===== config.mk =====
export PLATFORM = sky130hd
export DESIGN_NAME = sact_ctrl
export DESIGN_NICKNAME = d
export VERILOG_FILES = /design/src/hw/rtl/sact_pkg.sv /design/src/hw/rtl/sact_ctrl.sv
export SDC_FILE = /design/constraint.sdc
export NUM_CORES = 1
export LEC_CHECK = 0
export BUFFER_PORTS_ARGS = -buffer_cell sky130_fd_sc_hd__buf_2
export CORE_AREA = 2 2 39 41
export CTS_CLUSTER_SIZE = 14
export DETAILED_ROUTE_END_ITERATION = 16
export DIE_AREA = 0 0 41 43
export GPL_TIMING_DRIVEN = 0
export HOLD_SLACK_MARGIN = 0.1
export PLACE_DENSITY = 0.68
export RECOVER_POWER = 100
export SYNTH_ARGS = -nofsm -noshare
export SYNTH_HDL_FRONTEND = slang
export SYNTH_SLANG_ARGS = --single-unit

===== constraint.sdc =====
create_clock -name clk -period 2.2 [get_ports clk]
set_input_delay 0.22 -clock clk [delete_from_list [all_inputs] [get_ports clk]]
set_output_delay 0.22 -clock clk [all_outputs]
set_load 0.01 [all_outputs]

===== src/hw/rtl/sact_pkg.sv =====
package sact_pkg;

  localparam int DEPTH   = 1024;
  localparam int ADDR_W  = $clog2(DEPTH);
  localparam int CNT_W   = $clog2(DEPTH + 1);
  localparam int ENTRY_W = 11;

  typedef enum logic [1:0] {
    KIND_CLEAR  = 2'd0,
    KIND_APPEND = 2'd1,
    KIND_SORT   = 2'd2,
    KIND_LOOKUP = 2'd3
  } kind_t;

  typedef struct packed {
    kind_t       kind;
    logic [31:0] address;
    logic [31:0] packet_count;
  } item_t;

  typedef struct packed {
    logic [31:0]        found_count;
    logic               found;
    logic [ENTRY_W-1:0] entries;
    logic               overflow;
  } result_t;

  typedef struct packed {
    logic [31:0] key;
    logic [31:0] count;
  } entry_t;

  typedef enum logic [3:0] {
    DP_NOP        = 4'd0,
    DP_CLEAR      = 4'd1,
    DP_APPEND     = 4'd2,
    DP_SORT_INIT  = 4'd3,
    DP_PASS_START = 4'd4,
    DP_PASS_LOAD  = 4'd5,
    DP_PASS_STEP  = 4'd6,
    DP_PASS_END   = 4'd7,
    DP_LK_INIT    = 4'd8,
    DP_LK_PROBE   = 4'd9,
    DP_LK_CMP     = 4'd10
  } dp_op_t;

  typedef struct packed {
    dp_op_t op;
    logic   fin;
  } dp_cmd_t;

  typedef struct packed {
    logic under_two;
    logic last_step;
    logic r_one;
    logic lk_empty;
    logic lk_hit;
  } dp_stat_t;

endpackage


===== src/hw/rtl/sact_ctrl.sv =====
module sact_ctrl (
  input  logic               clk,
  input  logic               rst,
  input  logic               start,
  input  sact_pkg::kind_t    kind,
  input  sact_pkg::dp_stat_t stat,
  output sact_pkg::dp_cmd_t  cmd,
  output logic               busy
);
  import sact_pkg::*;

  typedef enum logic [6:0] {
    ST_IDLE    = 7'b0000001,
    ST_S_START = 7'b0000010,
    ST_S_LOAD  = 7'b0000100,
    ST_S_STEP  = 7'b0001000,
    ST_S_END   = 7'b0010000,
    ST_L_PROBE = 7'b0100000,
    ST_L_CMP   = 7'b1000000
  } state_t;

  state_t state, state_next;

  always_ff @(posedge clk) begin
    if (rst) begin
      state <= ST_IDLE;
    end else begin
      state <= state_next;
    end
  end

  always_comb begin
    state_next = state;
    cmd.op     = DP_NOP;
    cmd.fin    = 1'b0;
    case (state)
      ST_IDLE: begin
        if (start) begin
          case (kind)
            KIND_CLEAR: begin
              cmd.op  = DP_CLEAR;
              cmd.fin = 1'b1;
            end
            KIND_APPEND: begin
              cmd.op  = DP_APPEND;
              cmd.fin = 1'b1;
            end
            KIND_SORT: begin
              if (stat.under_two) begin
                cmd.fin = 1'b1;
              end else begin
                cmd.op     = DP_SORT_INIT;
                state_next = ST_S_START;
              end
            end
            KIND_LOOKUP: begin
              cmd.op     = DP_LK_INIT;
              state_next = ST_L_PROBE;
            end
            default: begin
              state_next = ST_IDLE;
            end
          endcase
        end
      end
      ST_S_START: begin
        cmd.op     = DP_PASS_START;
        state_next = ST_S_LOAD;
      end
      ST_S_LOAD: begin
        cmd.op     = DP_PASS_LOAD;
        state_next = ST_S_STEP;
      end
      ST_S_STEP: begin
        cmd.op = DP_PASS_STEP;
        if (stat.last_step) begin
          state_next = ST_S_END;
        end
      end
      ST_S_END: begin
        cmd.op = DP_PASS_END;
        if (stat.r_one) begin
          cmd.fin    = 1'b1;
          state_next = ST_IDLE;
        end else begin
          state_next = ST_S_START;
        end
      end
      ST_L_PROBE: begin
        cmd.op = DP_LK_PROBE;
        if (stat.lk_empty) begin
          cmd.fin    = 1'b1;
          state_next = ST_IDLE;
        end else begin
          state_next = ST_L_CMP;
        end
      end
      ST_L_CMP: begin
        cmd.op = DP_LK_CMP;
        if (stat.lk_hit) begin
          cmd.fin    = 1'b1;
          state_next = ST_IDLE;
        end else begin
          state_next = ST_L_PROBE;
        end
      end
      default: begin
        state_next = ST_IDLE;
      end
    endcase
  end

  assign busy = (state != ST_IDLE);

`ifndef SYNTHESIS
  // every finishing beat hands the block back to idle
  a_fin_idle: assert property (@(posedge clk) disable iff (rst)
    cmd.fin |=> state == ST_IDLE)
    else $error("finish without return to idle");

  a_miss_probe: assert property (@(posedge clk) disable iff (rst)
    (state == ST_L_CMP && !stat.lk_hit) |=> state == ST_L_PROBE)
    else $error("lookup miss did not narrow and probe again");
`endif

endmodule


# --- After elaboration in Yosys (flattened, before gate mapping) ---
# Cells that the tools add are included.
classes:
  n_eq_ne: 15
  muxes: 18
  reduce_logical: 3
ops:
  columns: ["cell", "n"]
  rows:
  - ["case mux 7 bit (7 select lines)", 1]
  - ["2-to-1 mux 7 bit", 4]
  - ["case mux 4 bit (7 select lines)", 1]
  - ["case mux 4 bit (4 select lines)", 1]
  - ["case mux 7 bit (2 select lines)", 1]
  - ["equality test 7 x 1 -> 1 bit (second input constant)", 1]
  - ["equality test 7 x 2 -> 1 bit (second input constant)", 1]
  - ["equality test 7 x 3 -> 1 bit (second input constant)", 1]
  - ["equality test 7 x 4 -> 1 bit (second input constant)", 1]
  - ["equality test 7 x 5 -> 1 bit (second input constant)", 1]
  - ["equality test 7 x 6 -> 1 bit (second input constant)", 1]
  - ["equality test 7 bit (second input constant)", 1]
  - ["inequality test 7 x 1 -> 1 bit (second input constant)", 1]
  - ["2-to-1 mux 6 bit", 1]
  - ["2-to-1 mux 5 bit", 1]
  - ["equality test 2 bit (second input constant)", 2]
  - ["2-to-1 mux 1 bit", 4]
  - ["2-to-1 mux 2 bit", 2]
  - ["inequality test 2 bit (second input constant)", 2]
  - ["case mux 1 bit (4 select lines)", 1]
  - ["AND reduction 4 bit", 1]
  - ["inequality test 3 x 1 -> 1 bit (second input constant)", 1]
  - ["inequality test 3 bit (second input constant)", 1]
  - ["equality test 2 x 1 -> 1 bit (second input constant)", 1]
  - ["other kinds (3)", 3]
word_totals:
  register_bits: 7
  in_bits: 10
  out_inout_bits: 6
  word_cells: 37

# --- Depth between registers and ports, before layout ---
# Gate-level depths: netlist (run 1).
logic_depth:
  depth_word: 5
  ltp_mapped: 5
  depth_no_buf: 4

# --- Worst setup path before layout (run 1) ---
# Ideal clock, no wire load.
synth_timing:
  kind: "register to output"
  start: "register state[3]"
  end: "output cmd[0] (netlist bit)"
  t_arrival_ns: 1.497
  required_ns: 1.980
  setup_slack_ns: 0.483
  path_stages_with_launch: 6
  path_buffers: 1
  path_cell_list: "dfxtp_1 -> buf_2 -> nor4b_1 -> nor2b_1 -> nand2_1 -> o21ai_0"
synth_lines:
  columns: ["element", "line", "text"]
  rows:
  - ["start: declaration", "sact_ctrl.sv:22", "state_t state, state_next;"]
  - ["start signal: assignment", "sact_ctrl.sv:28", "state <= state_next;"]
  - ["end: declaration", "sact_ctrl.sv:7", "output sact_pkg::dp_cmd_t cmd,"]

==> out/results.tsv, run 1 <==
metric	value	unit
outcome	finished, final reports clean	
worst_pin_slew	0.450	ns
p_comb_share	62.4	%
regMostFlops	state	
drv_cap	0	
numCtsBuffers	3	
yosysTopAreaCellShare	24.2	%
setup_tns	0	ns
grt_antenna_before_repair	0	
fin_crit	2.09	ns
seq_power_share	22.8	%
cp_common_cell	buf_2	
area_delta_synth_final	23.6	%
syn_inst	76	
max_freq	479	MHz
powerDensity	1110	nW/um^2
dieArea	1760	um^2
syn_area	578	um^2
worstPathMaxFanout	10	
start_util	41.8	%
p_clk_share	14.8	%
final_antenna_net_count	0	
wl_per_cell	13.8	um
largest_reg_flops	7	
ys_ff_latch	7	
worst_clock_skew	0.000995	ns
grt_pass1_wl	2500	um
vias_per_cell	5.81	
synthTopCellsByCount	9 x nor2_1, 7 x dfxtp_1, 6 x nor4b_1, 6 x o21ai_0	
hold_viol	0	
yosys_most_used_dff	dfxtp_1	
first_iter_violations	9	
drtPass1Iterations	4	
grt_max_degree	11	
ys_warn_count	0	
fp.dieH	43	um
slew_headroom	69.8	%
async_flop_share	0	%
p_leak	0.309	nW
reg_top3	state x7	
avgSynthCellArea	7.61	um^2
routabilityCongestion	0.827	
setup_viol	0	
totalWireLength	1530	um
pre_cts_ws	0.278	ns
synth_seq_area_share	24.2	%
yosysMostFrequentCell	nor2_1	
diodes	0	
cp-start-kind	register	
cts.clk_slew.worst_paths	0.05	ns
synth.lib_cells_used.distinct	32	
clk_latency	0.25	ns
cp_slowest_stage_delay	0.37	ns
ir_worst_vdd	0.483	mV
min-delay-path-class	input pin to register	
first_global_vias	592	
final_cells	111	
dp_hpwl	1080	um
setup_ws	0.114	ns
cts_root_buffer	clkbuf_4	
drive_above_1_share	28.4	%
fp.dieW	41	um
p_sw_share	46.0	%
grt_usage	20.1	%
nets	106	
cts_tree	done	
fin_crit_sh	94.8	%
drv_slew	0	
h-tree-depth	1	
crit_type	register to output port	
cts_setup_buffers	0	
port-buffer-count	15	
cp_cell_sequence	buf_2 -> nor4b_2 -> nor2b_4 -> nand2_1 -> o21ai_0 -> buf_2	
clock_sinks	7	
yosys.area.top_type	dfxtp_1	
cell_internal_pwr	0.000427	W
cpMaxStageDelayCell	nor4b_2	
route.detailed.drc	0	
dp_cells	107	
required	1.98	ns
cts_hold_buf	0	
cp.arrival	1.87	ns
synth_edf_count	0	
via_count	645	
rows	14	
endpoint_kind	output port	
ys_top_cells_by_area	dfxtp_1 24%, nor4b_1 9.1%, nor2_1 5.8%	
core_area	1380	um^2
clockBufferDepth	2	
ioPinCount	16	
overflow	0	
p_sw	0.000364	W
syn_nets	86	
ctsResizeCount	0	
[worst max-delay path: cells and delay by family (launching register included)]
family	cells	cell delay (ns)
flip-flops	1	0.32
AND/OR/NAND/NOR	3	0.77
AO/OA/AOI/OAI	1	0.18
buffers and inverters	2	0.34
[per-stage QoR]
step / hold slack (ns) / util (%) / instance area (um^2) / power (W)
6_report: 0.150 / 51.6 / 714 / 0.000791
5_1_grt: 0.155 / 51.6 / 714 / 0.000852
4_1_cts: 0.146 / 50.5 / 699 / 0.000748
3_5_place_dp: 0.407 / 48.6 / 673 / 0.000630
3_3_place_gp: 0.404 / 48.6 / 673 / 0.000625
2_1_floorplan: 0.289 / - / 578 / 0.000504
[path summary, 6_finish.rpt]
path / startpoint / slack, ns / depth (start not counted) / to
worst min-delay path: stat[1] / 0.15 / 2 / state[6]
worst max register to register: state[5] / 0.53 / 4 / state[4]
worst min register to register: state[0] / 0.61 / 2 / state[4]
worst max-delay path: state[2] / 0.11 / 6 / cmd[0]
[logic make-up (layout without fill, tap and decap cells)]
family          count (synthesis)  in the layout  synth area share (%)
flops                           7              7                  24.2
mux                             1              1                  1.73
simple gates                   37             37                  37.9
compound gates                 20             20                  24.5
xor+xnor                        3              3                  4.55
buf+inv                         8             27                  7.14
[cells in the final DEF (no fill, tap or decap), types with 2 or more instances in the layout]
master     synthesis  routed
nand3b_1           2       2
inv_1              3       3
nor4_1             3       2
buf_2              3      18
nand3_1            2       2
o21ai_0            6       6
nor2b_1            3       2
nor2_1             9       9
o2111ai_1          2       2
clkbuf_4           0       3
nor4b_1            6       5
nand2_1            3       3
xor2_1             3       3
dfxtp_1            7       7
a21oi_1            3       3
nand2b_1           2       2
nor3_1             3       3
clkbuf_1           1       2
or3_1              1       2
[power groups by stage]
stage	Clock [W]	Combinational (W)	Sequential (W)
after floorplan	0	0.000331	0.000173
after global placement	0	0.000446	0.000179
after detailed placement	0	0.000450	0.000180
after CTS	0.000118	0.000453	0.000177
after global routing	0.000127	0.000541	0.000184
final	0.000117	0.000493	0.000180
[final cells by class]
class / instances / area [um^2]
sequential: 7 / 140
tap: 16 / 20.0
timing repair buffer: 15 / 75.1
inverter: 3 / 11.3
multi-input combinational: 61 / 412
fill: 140 / 669
clock buffer: 4 / 26.3
buffer: 5 / 30.0
[routing by layer]
| layer | wire length [um] | track usage (%) |
|---|---|---|
| met2 | 765 | 31.6 |
| met3 | 83 | 3.14 |
| met4 | 0 | 6.00 |
| met5 | 0 | 0 |
| met1 | 685 | 27.2 |
No activity file was read; power rests on OpenSTA's default activity.
==> inputs of run 2 (changes only) <==
--- a/config.mk
+++ b/config.mk
@@ -14,3 +14,3 @@
 export HOLD_SLACK_MARGIN = 0.1
-export PLACE_DENSITY = 0.68
+export PLACE_DENSITY_LB_ADDON = 0.2
 export RECOVER_POWER = 100
==> constraint.sdc (replaced) <==
create_clock -name clk -period 2.2 [get_ports clk]
set_input_delay 0.11 -clock clk [delete_from_list [all_inputs] [get_ports clk]]
set_output_delay 0.11 -clock clk [all_outputs]
set_load 0.02 [all_outputs]
==> run 2 against run 1 <==
Against the previous run: core utilization rose by 0.36 points; sequential share of layout area fell by 0.14 points; clock-buffer cell count fell by 1; fmax rose by 4.6%; wire length fell by 0.33%; first-iteration DRC count rose by 44%; highest routed layer unchanged; flip-flop and latch count did not move; final area rose by 0.70%; register-to-register slack barely moved; combinational power rose by 4.1%; clock skew rose by 0.0064 ns.
==> out/results.tsv, run 2 (synthesis gave the netlist of run 1 again) <==
metric	value	unit	change
setup_tns	0	ns	unchanged
r2r_cells	5		+1
drtPass1Iterations	4		unchanged
fin_crit_sh	90.6	%	-4.2 points
setup_viol	0		unchanged
cp_common_cell	buf_2		
clockBufferDepth	2		unchanged
cp_slowest_stage_delay	0.38	ns	about the same
crit_type	register to output port		
regArea	140	um^2	unchanged
cpLargestDelayFamily	simple AND/OR/NAND/NOR gates		
final_antenna_net_count	0		unchanged
totalWireLength	1530	um	-0.33%
grt_antenna_before_repair	0		unchanged
min_path_cells	2		unchanged
grt_usage	20.5	%	+0.36 points
cts.clk_slew.worst_paths	0.06	ns	about the same
worst_clock_skew	0.00742	ns	+0.00642 ns
route.detailed.drc	0		unchanged
worst_pin_slew	0.426	ns	-0.0235 ns
reg_top3	state x7		
cp_cell_sequence	buf_2 -> nor4b_1 -> nor2b_4 -> nand2_1 -> o21ai_0 -> buf_2		
area_delta_synth_final	24.5	%	
numCtsBuffers	3		unchanged
slew_headroom	71.3	%	+1.6 points
cts_setup_buffers	0		unchanged
largest_reg_flops	7		unchanged
powerDensity	1130	nW/um^2	+1.9%
min_from	rst		
ioPinCount	16		unchanged
min-delay-path-class	input pin to register		
path_buf_inv	2		unchanged
cts_root_buffer	clkbuf_4		
ir_worst_vdd	0.727	mV	+51%
first_iter_violations	13		+4
regMostFlops	state		
dp_hpwl	1060	um	-1.5%
drv_slew	0		unchanged
overflow	0		unchanged
cts_tree	done		
worstPathMaxFanout	10		unchanged
r2r_slack	0.53	ns	about the same
h-tree-depth	1		unchanged
worstReg2RegEnd	state[1]		
final_common_cell	buf_2		
fillers	144		+2.9%
required	2.09	ns	+0.11 ns
fin_crit	1.99	ns	-0.0924 ns
routabilityCongestion	0.724		-12%
port-buffer-count	15		unchanged
first_global_vias	587		-0.84%
fin_hold_ws	0.129	ns	-0.0209 ns
cp.arrival	1.88	ns	about the same
outcome	finished, final reports clean		
grt_pass1_wl	2590	um	+3.9%
cpMaxStageDelayCell	nor4b_1		
core_area	1380	um^2	unchanged
clock_sinks	7		unchanged
vias_per_cell	5.85		+0.64%
clk_latency	0.25	ns	about the same
cp-start-kind	register		
diodes	0		unchanged
fp.dieW	41	um	unchanged
fp.dieH	43	um	unchanged
min_to	state[4]		
endpoint_kind	output port		
drive_above_1_share	28.1	%	-0.30 points
dieArea	1760	um^2	unchanged
max_freq	502	MHz	+4.6%
start_util	41.8	%	unchanged
via_count	655		+1.6%
dp_cells	107		unchanged
p_leak	0.313	nW	+1.3%
final_cells	112		+0.90%
rsz0062_at_grt	no		
final_cell_mix	18 x buf_2, 9 x nor2_1, 7 x dfxtp_1		
grt_max_degree	11		unchanged
wl_per_cell	13.7	um	-1.2%
rr_startpoint	state[3]		
multi_input_area	405	um^2	-1.5%
hold_viol	0		unchanged
nets	107		+0.94%
rows	14		unchanged
drv_cap	0		unchanged
run 2: metal layers:
layer | global-route usage (%) | vias to the layer above | part of all wire (%)
met4 | 4.00 | 0 | 0
li1 | - | 328 | -
met1 | 28.9 | 310 | 46
met3 | 3.14 | 0 | 2.7
met2 | 31.9 | 17 | 51
met5 | 0 | - | 0
run 2: layout make-up:
cell class	count	area share [%]
clock inverters	1	0.696
flip-flops and latches	7	19.5
clock buffers	3	3.13
multi-input cells	61	56.3
plain buffers	5	4.17
well taps	16	2.78
inverters	3	1.57
repair buffers	16	11.8
run 2: worst max-delay path by stage:
stage                         from        to  slack [ns]  cells past startpoint
final                     state[3]    cmd[1]        0.21                      6
after global routing      state[3]    cmd[0]       0.008                      6
after detailed placement  state[3]    cmd[4]        0.37                      6
after CTS                 state[3]    cmd[4]        0.09                      6
after floorplan           state[3]  state[0]        0.36                      5
after global placement    state[3]    cmd[4]        0.37                      6
run 2: timing repair:
item,CTS,global route
gates resized for setup,0,3
hold buffers,1,0
hold endpoints to repair,1,0
endpoints found under the setup margin,0,4
run 2: stage by stage:
stage	total power (W)	worst slack (ns)	area, um^2	utilization, %
after floorplan	0.000541	0.365	578	-
after global placement	0.000661	0.365	673	48.6
after detailed placement	0.000662	0.373	673	48.6
after CTS	0.000785	0.0904	711	51.4
after global routing	0.000882	0.00797	719	52.0
final	0.000812	0.207	719	52.0
run 2: where the power goes:
group          switching [W]  internal, W
combinational       0.000314     0.000199
sequential         0.0000251     0.000155
clock              0.0000518    0.0000666
==> inputs of run 3 (changes only) <==
--- a/config.mk
+++ b/config.mk
@@ -7,2 +7,3 @@
 export LEC_CHECK = 0
+export ABC_AREA = 1
 export BUFFER_PORTS_ARGS = -buffer_cell sky130_fd_sc_hd__buf_2
--- a/constraint.sdc
+++ b/constraint.sdc
@@ -3,2 +3,2 @@
 set_output_delay 0.11 -clock clk [all_outputs]
-set_load 0.02 [all_outputs]
+set_load 0.01 [all_outputs]
==> run 3 against run 2 <==
Against the previous run: cell count rose by 22%; largest cell class unchanged; largest power group unchanged; die area unchanged; critical path type unchanged; non-clock buffer count is 4 lower; flip-flop and latch count did not move; first-iteration DRC count is 62% lower.
==> out/results.tsv, run 3 <==
metric	value	unit	change
yosys_most_used_dff	dfxtp_1		
diodes	0		unchanged
min_path_cells	3		+1
rows	14		unchanged
grt_antenna_before_repair	0		unchanged
grt_usage	17.9	%	-2.6 points
regMostFlops	state		
path_buf_inv	2		unchanged
min_from	stat[3]		
rsz0062_at_grt	no		
drtPass1Iterations	4		unchanged
cts_root_buffer	clkbuf_4		
setup_viol	0		unchanged
drv_cap	0		unchanged
dp_hpwl	1080	um	+1.2%
core_area	1380	um^2	unchanged
port-buffer-count	15		unchanged
fp.dieW	41	um	unchanged
syn_inst	100		+32%
clockBufferDepth	2		unchanged
numCtsBuffers	3		unchanged
endpoint_kind	output port		
outcome	finished, final reports clean		
min_to	state[4]		
powerDensity	1150	nW/um^2	+1.9%
first_global_vias	591		+0.68%
slew_headroom	82.2	%	+11 points
syn_area	587	um^2	+1.5%
synth_seq_area_share	23.9	%	-0.36 points
yosys.area.top_type	dfxtp_1		
power.total	0.000812	W	+0.10%
final_antenna_net_count	0		unchanged
via_count	629		-4.0%
area_delta_synth_final	20.5	%	
cpLargestDelayFamily	simple AND/OR/NAND/NOR gates		
synth.lib_cells_used.distinct	18		-44%
yosysMostFrequentCell	nand2_1		
ys_ff_latch	7		unchanged
crit_type	register to output port		
overflow	0		unchanged
fin_crit	1.72	ns	-0.276 ns
rr_startpoint	state[2]		
ys_top_cells_by_area	dfxtp_1 24%, nand2_1 16%, inv_1 12%		
reg_top3	state x7		
cts_hold_buf	2		+1
routabilityCongestion	0.789		+9.0%
synth_xor_area_share	0	%	-4.5 points
synthTopCellsByCount	25 x nand2_1, 19 x inv_1, 16 x nor2_1, 7 x dfxtp_1, 7 x nand3_1		
fin_crit_sh	78.0	%	-13 points
min-delay-path-class	input pin to register		
h-tree-depth	1		unchanged
totalWireLength	1230	um	-20%
r2r_slack	0.52	ns	about the same
synth_top_family_by_area	simple AND/OR/NAND/NOR gates		
ys_warn_count	0		unchanged
fp.dieH	43	um	unchanged
syn_nets	110		+28%
worstReg2RegEnd	state[6]		
p_leak	0.421	nW	+34%
r2r_cells	6		+1
synth_edf_count	0		unchanged
worstPathMaxFanout	4		-6
drive_above_1_share	17.4	%	-11 points
muxShareOfSynthArea	0	%	-1.7 points
max_freq	582	MHz	+16%
async_flop_share	0	%	unchanged
synth-compound-area-share	7.46	%	-17 points
fillers	154		+6.9%
dieArea	1760	um^2	unchanged
worst_clock_skew	0.000262	ns	-0.00715 ns
avgSynthCellArea	5.87	um^2	-23%
hold_viol	0		unchanged
worst_pin_slew	0.266	ns	-0.160 ns
route.detailed.drc	0		unchanged
cpMaxStageDelayCell	dfxtp_1		
cts_tree	done		
start_util	42.4	%	+0.63 points
required	2.09	ns	about the same
cp_common_cell	nor2_1		
wl_per_cell	8.98	um	-34%
clk_latency	0.24	ns	about the same
setup_tns	0	ns	unchanged
cts_setup_buffers	0		unchanged
synth-simple-area-share	55.9	%	+18 points
yosysTopAreaCellShare	23.9	%	-0.36 points
cts.clk_slew.worst_paths	0.05	ns	about the same
vias_per_cell	4.59		-21%
largest_reg_flops	7		unchanged
final_common_cell	nand2_1		
grt_pass1_wl	2160	um	-17%
final_cell_mix	27 x nand2_1, 20 x inv_1, 18 x nor2_1		
synthAdderAreaFrac	0	%	unchanged
clock_sinks	7		unchanged
nets	132		+23%
cp-start-kind	register		
ctsResizeCount	0		unchanged
ir_worst_vdd	0.429	mV	-41%
ioPinCount	16		unchanged
cp.arrival	1.61	ns	-0.27 ns
first_iter_violations	5		-8
cp_cell_sequence	nor2_1 -> nand2_1 -> inv_1 -> nand2_1 -> nor2_1 -> nor2_1 -> o21ai_0 -> clkbuf_1		
cp_slowest_stage_delay	0.31	ns	-0.07 ns
drv_slew	0		unchanged
grt_max_degree	10		-1
[run 3: cell types whose count changed after synthesis, moves of 3 or more]
cell     delta
nand2_2     +5
nand4_1     +4
inv_1      +16
nand2_1    +22
o21ai_0     -3
nor4b_1     -6
nor2_1      +7
buf_2       -3
nor2b_1     -3
nand3_1     +5
xor2_1      -3
nor4_1      -3
[run 3: metrics by stage]
step / area [um^2] / setup WS [ns] / hold WS [ns] / utilization [%] / cells
CTS: 728 / 0.619 / 0.114 / 52.6 / 137
floorplan: 587 / 1.04 / 0.187 / - / 100
finish: 707 / 0.483 / 0.118 / 51.1 / 137
global route: 707 / 0.302 / 0.140 / 51.1 / 137
detailed placement: 682 / 0.892 / 0.304 / 49.3 / 131
global placement: 682 / 0.896 / 0.302 / 49.3 / 131
[run 3: layout make-up]
cell class	count	area (um^2)	share of cell area [%]
Clock buffer	4	26.3	3.72
Inverter	20	75.1	10.6
Multi-Input combinational cell	73	357	50.4
Sequential cell	7	140	19.8
Tap cell	16	20.0	2.83
Timing Repair Buffer	17	88.8	12.6
[run 3: power breakdown]
part / internal, W / switching, W
Combinational: 0.000182 / 0.000327
Sequential: 0.000162 / 0.0000299
Clock: 0.0000689 / 0.0000427
Total: 0.000413 / 0.000400
[run 3: kinds of logic (layout without fill, tap and decap cells)]
kind of cell / Yosys count / after routing
compound gates: 8 / 8
buf+inv: 20 / 41
flops: 7 / 7
simple gates: 65 / 65
[run 3: worst max-delay path by stage]
stage                  end  slack [ns]      from  cells after the start
detailed placement  cmd[0]        0.89  state[0]                      8
global route        cmd[0]        0.30  state[2]                      8
global placement    cmd[0]        0.90  state[0]                      8
finish              cmd[0]        0.48  state[2]                      8
floorplan           cmd[2]        1.04  state[2]                      5
CTS                 cmd[0]        0.62  state[0]                      8
[run 3: per-layer routing]
layer | wire, um | part of all wire (%) | GRT usage, %
met5 | 0 | 0 | 0
met4 | 12 | 0.98 | 6.00
met3 | 31 | 2.5 | 3.14
met2 | 613 | 50 | 29.4
met1 | 573 | 47 | 22.2
[run 3: worst reg2reg max path: cells and delay by family, from the launching register on]
family / cells / cell delay [ns]
flip-flops: 1 / 0.31
buffers and inverters: 2 / 0.69
AND/OR/NAND/NOR: 4 / 0.62
